[config.mk]
export PLATFORM = sky130hd
export DESIGN_NAME = wind_rain_pulse_gust_tracker_core
export DESIGN_NICKNAME = d
export VERILOG_FILES = /design/src/sv/wrpg_pkg.sv /design/src/sv/wind_rain_pulse_gust_tracker_core.sv /design/src/sv/wrpg_chan.sv /design/src/sv/wrpg_gust.sv
export SDC_FILE = /design/constraint.sdc
export NUM_CORES = 2
export LEC_CHECK = 0
export ABC_CLOCK_PERIOD_IN_PS = 13100
export BUFFER_PORTS_ARGS = -buffer_cell sky130_fd_sc_hd__buf_2
export CORE_MARGIN = 5
export CORE_UTILIZATION = 60
export CTS_CLUSTER_SIZE = 40
export DETAILED_ROUTE_END_ITERATION = 12
export PLACE_DENSITY = 0.77
export SLEW_MARGIN = 40
export SYNTH_ARGS = -nofsm -noshare
export SYNTH_HDL_FRONTEND = slang
export SYNTH_SLANG_ARGS = --single-unit
[constraint.sdc]
create_clock -name clk_i -period 13.1 [get_ports clk_i]
set_clock_uncertainty 0.2 [all_clocks]
set_input_delay 1.31 -clock clk_i [delete_from_list [all_inputs] [get_ports clk_i]]
set_output_delay 1.31 -clock clk_i [all_outputs]
set_load 0.03 [all_outputs]
[src/sv/wrpg_pkg.sv]
// ----------------------------------------------------------------------------
// Wind/rain pulse tracker package
// Shared widths, constants, register indexes and transfer types.
// ----------------------------------------------------------------------------
package wrpg_pkg;

  localparam int GUST_SLOTS = 30;
  localparam int PULSE_W    = 16;

  localparam int SLOT_W = $clog2(GUST_SLOTS);
  localparam int SCAN_W = $clog2(GUST_SLOTS + 1);

  localparam int TIME_W     = 32;
  localparam int DEBOUNCE_W = 20;
  localparam int FACTOR_W   = 16;
  localparam int TIP_W      = 8;
  localparam int SPEED_W    = 20;
  localparam int RAIN_W     = 32;

  localparam int PROD_W    = PULSE_W + FACTOR_W;
  localparam int TIPPROD_W = PULSE_W + TIP_W;

  // Division by 1000 is done as x * (2^32 + RECIP_LO) >> 42, which is exact
  // for every product below 2^32.
  localparam int            RECIP_W    = 27;
  localparam logic [26:0]   RECIP_LO   = 27'd103079216;
  localparam int            RECIP_HI   = 32;
  localparam int            QUOT_SHIFT = 10;
  localparam int            QUOT_W     = PROD_W + 1 - QUOT_SHIFT;

  localparam logic [SPEED_W-1:0] SPEED_MAX = '1;
  localparam logic [RAIN_W-1:0]  RAIN_MAX  = '1;

  localparam int CFG_IDX_W  = 2;
  localparam int CFG_DATA_W = DEBOUNCE_W;

  localparam logic [DEBOUNCE_W-1:0] DEBOUNCE_RST = 20'd15000;
  localparam logic [FACTOR_W-1:0]   FACTOR_RST   = 16'd14920;
  localparam logic [TIP_W-1:0]      TIP_RST      = 8'd11;

  typedef enum logic [CFG_IDX_W-1:0] {
    CFG_DEBOUNCE     = 2'd0,
    CFG_SPEED_FACTOR = 2'd1,
    CFG_RAIN_PER_TIP = 2'd2
  } cfg_idx_e;

  typedef enum logic [2:0] {
    ST_IDLE,
    ST_EDGE,
    ST_MUL,
    ST_SCALE,
    ST_QUOT,
    ST_WRITE,
    ST_SCAN,
    ST_DONE
  } state_e;

  typedef struct packed {
    logic [TIME_W-1:0] now_us;
    logic              rain_edge;
    logic              wind_edge;
    logic              interval_tick;
  } in_item_t;

  typedef struct packed {
    logic [SPEED_W-1:0] wind_speed;
    logic [SPEED_W-1:0] gust_max;
    logic [RAIN_W-1:0]  rain_total;
    logic               interval_done;
  } out_item_t;

  typedef struct packed {
    logic take;
    logic clear;
  } chan_ctl_t;

  typedef struct packed {
    logic               start;
    logic [SLOT_W-1:0]  slot;
    logic [SPEED_W-1:0] speed;
  } gust_cmd_t;

  typedef struct packed {
    logic               busy;
    logic               done;
    logic [SPEED_W-1:0] gust_max;
  } gust_sts_t;

endpackage

[src/sv/wind_rain_pulse_gust_tracker_core.sv]
// ----------------------------------------------------------------------------
// Wind and rain pulse tracker
// Debounced anemometer and rain gauge counters with a gust ring maximum.
// ----------------------------------------------------------------------------
// Each accepted item returns one result. An item without an interval tick
// passes through the edge update and the done state until its result is
// loaded into the output register, and the next item can be accepted once
// the core is back in its idle state. An item with a tick passes through
// edge update, multiply, scale, quotient and ring write, then a scan of the
// gust ring that reads one slot per cycle through the single read port of
// its memory, then the close of the scan and the load of the result.
// A result that finds the output register still full waits until it is taken.
// The output register lets a new item in while an earlier result still waits
// to be taken.
module wind_rain_pulse_gust_tracker_core
  import wrpg_pkg::*;
(
  input  logic                  clk_i,
  input  logic                  rst_ni,
  input  logic                  in_valid_i,
  output logic                  in_stall_o,
  input  in_item_t              in_data_i,
  output logic                  out_valid_o,
  input  logic                  out_stall_i,
  output out_item_t             out_data_o,
  input  logic                  cfg_we_i,
  input  logic [CFG_IDX_W-1:0]  cfg_idx_i,
  input  logic [CFG_DATA_W-1:0] cfg_data_i
);

  state_e state_q, state_d;

  logic [DEBOUNCE_W-1:0] debounce_q;
  logic [FACTOR_W-1:0]   factor_q;
  logic [TIP_W-1:0]      tip_q;

  in_item_t                    item_q;
  logic [PROD_W-1:0]           prod_q;
  logic [TIPPROD_W-1:0]        rain_prod_q;
  logic [PROD_W+RECIP_W-1:0]   scale_q;
  logic [SPEED_W-1:0]          last_speed_q;
  logic [SLOT_W-1:0]           slot_q;
  logic [RAIN_W-1:0]           rain_sum_q;
  logic                        out_valid_q;
  out_item_t                   out_q;

  logic               accept;
  logic               edge_step;
  logic               clear_cnt;
  logic               load_out;
  logic               out_free;
  logic [PULSE_W-1:0] rain_cnt;
  logic [PULSE_W-1:0] wind_cnt;
  logic [PROD_W:0]    quot_sum;
  logic [QUOT_W-1:0]  quot;
  logic [RAIN_W:0]    rain_next;

  chan_ctl_t rain_ctl, wind_ctl;
  gust_cmd_t gust_cmd;
  gust_sts_t gust_sts;

  // Configuration registers.
  always_ff @(posedge clk_i or negedge rst_ni) begin
    if (!rst_ni) begin
      debounce_q <= DEBOUNCE_RST;
      factor_q   <= FACTOR_RST;
      tip_q      <= TIP_RST;
    end else if (cfg_we_i) begin
      unique case (cfg_idx_i)
        CFG_DEBOUNCE:     debounce_q <= cfg_data_i;
        CFG_SPEED_FACTOR: factor_q   <= cfg_data_i[FACTOR_W-1:0];
        CFG_RAIN_PER_TIP: tip_q      <= cfg_data_i[TIP_W-1:0];
        default: ;
      endcase
    end
  end

  assign out_free   = !out_valid_q || !out_stall_i;
  assign in_stall_o = (state_q != ST_IDLE);
  assign accept     = in_valid_i && !in_stall_o;

  always_comb begin
    state_d        = state_q;
    edge_step      = 1'b0;
    clear_cnt      = 1'b0;
    load_out       = 1'b0;
    gust_cmd.start = 1'b0;
    gust_cmd.slot  = slot_q;
    gust_cmd.speed = last_speed_q;
    unique case (state_q)
      ST_IDLE: begin
        if (accept) state_d = ST_EDGE;
      end
      ST_EDGE: begin
        edge_step = 1'b1;
        state_d   = item_q.interval_tick ? ST_MUL : ST_DONE;
      end
      ST_MUL: begin
        clear_cnt = 1'b1;
        state_d   = ST_SCALE;
      end
      ST_SCALE: state_d = ST_QUOT;
      ST_QUOT:  state_d = ST_WRITE;
      ST_WRITE: begin
        gust_cmd.start = 1'b1;
        state_d        = ST_SCAN;
      end
      ST_SCAN: begin
        if (gust_sts.done) state_d = ST_DONE;
      end
      ST_DONE: begin
        if (out_free) begin
          load_out = 1'b1;
          state_d  = ST_IDLE;
        end
      end
      default: state_d = ST_IDLE;
    endcase
  end

  always_ff @(posedge clk_i or negedge rst_ni) begin
    if (!rst_ni) begin
      state_q <= ST_IDLE;
    end else begin
      state_q <= state_d;
    end
  end

  assign rain_ctl.take  = edge_step && item_q.rain_edge;
  assign rain_ctl.clear = clear_cnt;
  assign wind_ctl.take  = edge_step && item_q.wind_edge;
  assign wind_ctl.clear = clear_cnt;

  wrpg_chan u_rain (
    .clk_i         (clk_i),
    .rst_ni        (rst_ni),
    .ctl_i         (rain_ctl),
    .now_us_i      (item_q.now_us),
    .debounce_us_i (debounce_q),
    .count_o       (rain_cnt)
  );

  wrpg_chan u_wind (
    .clk_i         (clk_i),
    .rst_ni        (rst_ni),
    .ctl_i         (wind_ctl),
    .now_us_i      (item_q.now_us),
    .debounce_us_i (debounce_q),
    .count_o       (wind_cnt)
  );

  // floor(p / 1000) = (p + ((p * RECIP_LO) >> 32)) >> 10
  assign quot_sum  = {1'b0, prod_q} + (PROD_W+1)'(scale_q[PROD_W+RECIP_W-1:RECIP_HI]);
  assign quot      = quot_sum[PROD_W:QUOT_SHIFT];
  assign rain_next = {1'b0, rain_sum_q} + (RAIN_W+1)'(rain_prod_q);

  always_ff @(posedge clk_i) begin
    if (accept) begin
      item_q <= in_data_i;
    end
    if (state_q == ST_MUL) begin
      prod_q      <= wind_cnt * factor_q;
      rain_prod_q <= rain_cnt * tip_q;
    end
    if (state_q == ST_SCALE) begin
      scale_q <= prod_q * RECIP_LO;
    end
    if (load_out) begin
      out_q.wind_speed    <= last_speed_q;
      out_q.gust_max      <= gust_sts.gust_max;
      out_q.rain_total    <= rain_sum_q;
      out_q.interval_done <= item_q.interval_tick;
    end
  end

  always_ff @(posedge clk_i or negedge rst_ni) begin
    if (!rst_ni) begin
      last_speed_q <= '0;
      slot_q       <= '0;
      rain_sum_q   <= '0;
      out_valid_q  <= 1'b0;
    end else begin
      if (state_q == ST_SCALE) begin
        rain_sum_q <= rain_next[RAIN_W] ? RAIN_MAX : rain_next[RAIN_W-1:0];
      end
      if (state_q == ST_QUOT) begin
        last_speed_q <= (quot > QUOT_W'(SPEED_MAX)) ? SPEED_MAX : quot[SPEED_W-1:0];
        slot_q       <= (slot_q == SLOT_W'(GUST_SLOTS - 1)) ? '0 : slot_q + SLOT_W'(1);
      end
      if (load_out) begin
        out_valid_q <= 1'b1;
      end else if (!out_stall_i) begin
        out_valid_q <= 1'b0;
      end
    end
  end

  wrpg_gust u_gust (
    .clk_i  (clk_i),
    .rst_ni (rst_ni),
    .cmd_i  (gust_cmd),
    .sts_o  (gust_sts)
  );

  assign out_valid_o = out_valid_q;
  assign out_data_o  = out_q;

`ifndef NO_ASSERTIONS
  a_start_idle: assert property (@(posedge clk_i) disable iff (!rst_ni)
    gust_cmd.start |-> !gust_sts.busy)
    else $error("gust scan started while a scan is running");

  a_done_in_scan: assert property (@(posedge clk_i) disable iff (!rst_ni)
    gust_sts.done |-> state_q == ST_SCAN)
    else $error("gust scan finished outside the scan state");

  a_rain_monotonic: assert property (@(posedge clk_i) disable iff (!rst_ni)
    1'b1 |=> rain_sum_q >= $past(rain_sum_q))
    else $error("rain total decreased");

  a_out_from_done: assert property (@(posedge clk_i) disable iff (!rst_ni)
    $rose(out_valid_q) |-> $past(state_q == ST_DONE))
    else $error("result presented without finishing an item");
`endif

endmodule

[src/sv/wrpg_chan.sv]
// ----------------------------------------------------------------------------
// Pulse channel
// Debounces time-stamped edges and keeps a saturating pulse count.
// ----------------------------------------------------------------------------
module wrpg_chan
  import wrpg_pkg::*;
(
  input  logic                  clk_i,
  input  logic                  rst_ni,
  input  chan_ctl_t             ctl_i,
  input  logic [TIME_W-1:0]     now_us_i,
  input  logic [DEBOUNCE_W-1:0] debounce_us_i,
  output logic [PULSE_W-1:0]    count_o
);

  logic [PULSE_W-1:0] count_q, count_d;
  logic [TIME_W-1:0]  last_q, last_d;
  logic [TIME_W-1:0]  delta;
  logic               pass;

  // A negative wrapped difference means the timestamp went backwards.
  assign delta = now_us_i - last_q;
  assign pass  = !delta[TIME_W-1] && (delta >= TIME_W'(debounce_us_i));

  always_comb begin
    count_d = count_q;
    last_d  = last_q;
    if (ctl_i.clear) begin
      count_d = '0;
    end else if (ctl_i.take && pass) begin
      last_d = now_us_i;
      if (count_q != '1) begin
        count_d = count_q + PULSE_W'(1);
      end
    end
  end

  always_ff @(posedge clk_i or negedge rst_ni) begin
    if (!rst_ni) begin
      count_q <= '0;
      last_q  <= '0;
    end else begin
      count_q <= count_d;
      last_q  <= last_d;
    end
  end

  assign count_o = count_q;

endmodule

[src/sv/wrpg_gust.sv]
// ----------------------------------------------------------------------------
// Gust ring
// Ring of recent interval speeds in a synchronous memory, with a maximum scan.
// ----------------------------------------------------------------------------
module wrpg_gust
  import wrpg_pkg::*;
(
  input  logic      clk_i,
  input  logic      rst_ni,
  input  gust_cmd_t cmd_i,
  output gust_sts_t sts_o
);

  logic [SPEED_W-1:0]    mem [GUST_SLOTS];
  logic [GUST_SLOTS-1:0] valid_q;
  logic [SPEED_W-1:0]    rd_data_q;
  logic [SLOT_W-1:0]     rd_idx_q;
  logic                  rd_vld_q;
  logic                  busy_q;
  logic                  done_q;
  logic [SCAN_W-1:0]     cnt_q;
  logic [SPEED_W-1:0]    max_q, max_d;
  logic                  rd_en;
  logic [SLOT_W-1:0]     rd_addr;
  logic [SPEED_W-1:0]    entry;

  assign rd_en   = busy_q && (cnt_q < SCAN_W'(GUST_SLOTS));
  assign rd_addr = cnt_q[SLOT_W-1:0];

  // The new speed is written in the cycle before the scan reads its first slot.
  always_ff @(posedge clk_i) begin
    if (cmd_i.start) begin
      mem[cmd_i.slot] <= cmd_i.speed;
    end
    if (rd_en) begin
      rd_data_q <= mem[rd_addr];
    end
  end

  // Slots never written since reset read as zero.
  assign entry = valid_q[rd_idx_q] ? rd_data_q : '0;

  always_comb begin
    max_d = max_q;
    if (cmd_i.start) begin
      max_d = '0;
    end else if (rd_vld_q && (entry > max_q)) begin
      max_d = entry;
    end
  end

  always_ff @(posedge clk_i or negedge rst_ni) begin
    if (!rst_ni) begin
      valid_q  <= '0;
      busy_q   <= 1'b0;
      done_q   <= 1'b0;
      cnt_q    <= '0;
      rd_vld_q <= 1'b0;
      rd_idx_q <= '0;
      max_q    <= '0;
    end else begin
      max_q    <= max_d;
      rd_vld_q <= rd_en;
      done_q   <= busy_q && !rd_en;
      if (rd_en) begin
        rd_idx_q <= rd_addr;
      end
      if (cmd_i.start) begin
        valid_q[cmd_i.slot] <= 1'b1;
        busy_q              <= 1'b1;
        cnt_q               <= '0;
      end else if (busy_q) begin
        if (rd_en) begin
          cnt_q <= cnt_q + SCAN_W'(1);
        end else begin
          busy_q <= 1'b0;
        end
      end
    end
  end

  assign sts_o.busy     = busy_q;
  assign sts_o.done     = done_q;
  assign sts_o.gust_max = max_q;

endmodule
Yosys cells after proc, flatten, opt, wreduce, memory -nomap -nowiden. Memory sizes are Yosys's and may differ from the RTL's. A register that Yosys moved wholly into a read port is not among the register bits. Cells that the tools add are included. W data, S select, Z words.

$add $sub $neg: 8. Multiply operators: 3. $lt $le $gt $ge: 8. Equality and inequality tests: 16. Muxes and demuxes: 36. Bitwise gates (word level): 2. Reduce and logical (&&, ||, !) cells: 37.

Operators with widths (number): $mux W16 (6); $mux W20 (4); $ge A32 B20 Y1 (2); $sub A32 B32 Y32 (2); $mul A32 B23 Y55 const B (1); $add A32 B24 Y33 (1); $add A32 B27 Y33 (1); $add A16 B1 Y16 const B (2); $mul A16 B16 Y32 (1); $mux W32 (1); $ne A16 B16 Y1 const B (2); $or A30 B30 Y30 (1); $mul A16 B8 Y24 (1); $pmux W3 S8 (1); $gt A23 B20 Y1 const B (1); $gt A20 B20 Y1 (1); $mux W5 (4); $reduce_and A2 Y1 (8); $mux W1 (14); $reduce_bool A2 Y1 (7); $eq A3 B3 Y1 const B (4); $lt A5 B6 Y1 const B (2); $mux W3 (4); $logic_and A1 B1 Y1 (11); other kinds (19) (28).

Register bits after elaboration: 483. Bits in writable memories: 600. Input port bits: 62. Output and inout bits: 75. Word-level logic and storage cells: 141. Memories: 1.

Memory list: u_gust.mem (depth 30, bits a word 20, read ports 1, clocked after Yosys merged registers in 1, write ports 1, RTL line wrpg_gust.sv:14) `logic [SPEED_W-1:0] mem [GUST_SLOTS];`.

Logic depth before layout (Yosys ltp).
Depth after elaboration: 7. Gate-level depth with buffers: 28. Mapped depth without buffers: 26.

Hierarchy. A second synthesis with hierarchy kept.

Cells, all modules: 5876. Area, all modules: 73215.2 um^2.

By module, submodules not included: wind_rain_pulse_gust_tracker_core (times used 1, cells each 3496, area each 36707.7 um^2, sequential area each 8383.0 um^2); wrpg_gust (times used 1, cells each 1292, area each 26978.4 um^2, sequential area each 20194.4 um^2); wrpg_chan (times used 2, cells each 544, area each 4764.6 um^2, sequential area each 1201.2 um^2).

Worst setup path after synthesis. Ideal clock, no wire load.

Path type: flip-flop to flip-flop. Start point: register prod_q[14]. End point: register scale_q[51], data pin. Library setup time: 260 ps. Arrival: 6521 ps. Required time: 12640 ps. Slack: 6120 ps. Stages on the path, launching flop included: 25. Buffers on the path: 0. Clock period less this slack: 6980 ps. Cells stage by stage: edfxtp_1 ha_1 fa_1 inv_1 fa_1 fa_1 fa_1 inv_1 fa_1 inv_1 fa_1 inv_1 ha_1 o21ai_0 a2111o_1 nor2_1 o311ai_0 a31o_2 a21o_1 a211oi_1 nor3_1 o21ai_1 a21o_1 a21oi_1 xnor2_1.

Cells in the longest elaborated chain, start to end: 1.

RTL lines: start, declared (RTL line wind_rain_pulse_gust_tracker_core.sv:38) `logic [PROD_W-1:0] prod_q;`; start signal, assigned (RTL line wind_rain_pulse_gust_tracker_core.sv:162) `prod_q <= wind_cnt * factor_q;`; $mul A32 B23 Y55 (RTL line wind_rain_pulse_gust_tracker_core.sv:166) `scale_q <= prod_q * RECIP_LO;`; end signal, assigned (RTL line wind_rain_pulse_gust_tracker_core.sv:166); end, declared (RTL line wind_rain_pulse_gust_tracker_core.sv:40) `logic [PROD_W+RECIP_W-1:0] scale_q;`.

No other way between the ends. A chain may end at the register's enable or synchronous reset.

Worst setup path after layout.
Start point: register prod_q[11]. End point: register scale_q[51], data pin.

Same word-level chain as after synthesis.

==> metrics.md <==
| Metric | Value |
|---|---|
| Worst hold path class | register to register |
| Skew-Pair Late Insertion Delay | 0.72 ns |
| Flops & latches, synth | 1075 |
| Area leader, netlist | edfxtp_1 |
| Place WS | 5.01 ns |
| CTS Buffer Depth | 3 |
| Layout Nets | 7089 |
| Post-CTS setup buffers | 0 |
| Final wirelength | 171000 um |
| Core area | 0.118 mm2 |
| Largest net degree at the start of global routing | 138 |
| WP data arrival | 8.37 ns |
| Crit share post-route | 61.9% |
| Placed insts | 7263 |
| Post-synth top area share | 34.0% |
| Root buf cell | clkbuf_16 |
| H-tree depth | 3 |
| Area Growth Syn to Fin | 8.47% |
| Die Y | 355 um |
| Worst Slack Setup Final | 4.98 ns |
| RSZ-0062 raised after global routing | no |
| Flop-to-flop setup slack | 4.98 ns |
| All-layer global routing usage | 27.5% |
| CTS tree | yes |
| Pins over their slew limit | 0 |
| Sequential area share after synthesis | 43.3% |
| Cts-stage hold buffer count | 0 |
| Clock Sinks | 1075 |
| Row cnt | 126 |
| Die outline area | 0.126 mm2 |
| Crit Path Category | register to register |
| Top cells by area, synth | edfxtp_1 (34%), fa_1 (15%), ha_1 (11%), dfrtp_1 (8.7%), mux4_2 (5.9%) |
| Status | complete, no violations |
| Syn Area/Cell | 12.5 um2 |
| Post-synthesis mux area share | 8.10% |
| Share of flip-flops with an asynchronous set or reset | 24.6% |
| DRT iter0 DRCs | 4026 |
| Fraction of layout cells with a size suffix above 1 | 13.3% |
| Vias per cell | 6.02 |
| Top cells by count, synth | inv_1 (937), edfxtp_1 (811), ha_1 (642) |
| FILL cells | 8440 |
| Fin crit period | 8.12 ns |
| Remaining antenna violation count | 0 |
| Drt wl/cell | 22.9 um |
| Die Wd | 355 um |
| Initial Utilization | 60.6% |
| Distinct cells, synth | 82 |
| Max_cap viols | 0 |
| Setup-failing EPs final | 0 |
| Post-synthesis cell count | 5725 |
| Cell with the most instances after synthesis | inv_1 |
| IO buf count | 136 |
| Gr ovfl total | 0 |
| Final Hold Viols | 0 |
| Primary FF master, synth | edfxtp_1 |
| I/O pin count | 137 |
| TritonCTS Buffers | 106 |
| Dpl hpwl | 119000 um |
| Net Count, Synth | 6977 |
| Xor and xnor area share after synthesis | 2.05% |
| Max_slew headroom | 40.1% |
| Combinational family with the most area after synthesis | adder cells |
| Simple-Gate Fraction of Synth Area | 7.69% |
| Worst-Margin Slew | 0.899 ns |
| Global-route wire length before repair | 269000 um |
| DRC violations left | 0 |
| GPL Wtd Cong | 0.920 |
| TNS Setup | 0 ns |
| Vias | 44900 |
| Hold slack | 0.269 ns |
| Worst path required time | 13.36 ns |
| Setup crit end kind | register |
| CP Max Fanout | 11 |
| Finished Layout Cells | 7467 |
| Mapped Area | 0.0716 mm2 |
| Startpoint class of the critical path | register |
| Maximum clock frequency | 123 MHz |
| Adder-cell share of the synthesized area | 26.5% |
| Vias in the first global route | 47300 |
| Initial antenna violation count | 5 |
| Post-synthesis compound-gate area fraction | 6.36% |
| Yosys warning count | 0 |
| Post-synth EDFFs | 811 |
| Clk pin slew, worst setup/hold paths | 0.06 ns |
| Drt first pass iters | 5 |
| Post-CTS resize count | 0 |
[routing by layer]
layer / vias to the layer above / share of wire, % / routed length (um) / global-route usage, %
met5: - / 0.029 / 50 / 0
met4: 8 / 4.0 / 6800 / 9.71
met3: 345 / 7.7 / 13100 / 4.86
met2: 1809 / 49 / 83100 / 46.1
met1: 22900 / 40 / 67900 / 36.7
li1: 19900 / - / - / -
[layout by cell type, fill, tap and decap left out, drive strengths merged, types with 37 or more instances in the layout]
cell type | synthesis | final
inv | 938 | 942
edfxtp | 811 | 811
ha | 642 | 642
fa | 548 | 548
nand2 | 411 | 411
dfrtp | 248 | 248
nor2 | 209 | 209
a21oi | 204 | 204
buf | 27 | 199
mux4 | 189 | 189
o21ai | 166 | 166
and2 | 163 | 163
clkbuf | 168 | 145
xnor2 | 113 | 113
mux2 | 101 | 101
a21o | 78 | 78
nand3 | 57 | 57
xor2 | 55 | 55
nor2b | 50 | 50
nand4 | 48 | 48
or2 | 39 | 39
clkinv | 0 | 38
o21a | 37 | 37
[kinds of logic after synthesis]
group | after synthesis
adder cells (fa/ha/maj) | 1190
buffers and inverters | 1133
AND/OR/NAND/NOR | 1132
flip-flops | 1075
AO/OA/AOI/OAI | 706
multiplexers | 321
XOR/XNOR | 168
[worst max-delay path: stages, from the launching register on]
cell       delay (ns)
edfxtp_1         0.83
ha_1             0.41
fa_1             0.49
inv_1            0.05
fa_1             0.46
fa_1             0.52
inv_1            0.06
fa_1             0.49
fa_1             0.50
inv_1            0.05
fa_1             0.47
inv_1            0.05
ha_1             0.29
and4_1           0.19
o2111ai_1        0.16
a211oi_1         0.33
o311ai_0         0.23
a31o_2           0.33
a21o_1           0.19
a211oi_1         0.44
nor3_1           0.17
o21ai_1          0.51
a21o_1           0.23
a21oi_1          0.08
xnor2_1          0.13
[stage by stage]
step           utilization (%)  area, um2
6_report                  65.7      77700
4_1_cts                   65.6      77600
5_1_grt                   65.7      77700
3_3_place_gp              62.6      74000
3_5_place_dp              62.7      74100
2_1_floorplan                -      71600
[final timing paths]
check | from | endpoint | cells after the start
setup reg to reg | prod_q[11] | scale_q[51] | 24
max in group asynchronous | rst_ni | u_wind.count_o[9] | 3
hold / removal | u_gust.valid_q[23] | u_gust.valid_q[23] | 1
hold reg to reg | u_gust.valid_q[23] | u_gust.valid_q[23] | 1
setup / recovery | prod_q[11] | scale_q[51] | 24
min in group asynchronous | rst_ni | u_gust.max_q[3] | 1
[cell type report]
class,count,area [um2],share of cell area (%)
multi-input cells,3517,36500,46.9
clock buffers,145,2930,3.77
diodes,1,2.50,0.00322
well taps,1536,1920,2.47
repair buffers,199,1250,1.60
inverters,938,3520,4.53
flip-flops and latches,1075,31000,39.9
clock inverters,56,573,0.738
[sequential cells by signal, summed over array words and instances, names as in the netlist, 24 cells and up]
name            cells
u_gust.mem        600
out_data_o         73
item_q             35
prod_q             32
rain_sum_q         32
u_rain.last_q      32
u_wind.last_q      32
u_gust.valid_q     30
scale_q            27
rain_prod_q        24
Power is not shown: default switching activity piles up to over one toggle a cycle in this logic, so the estimate is an artifact.
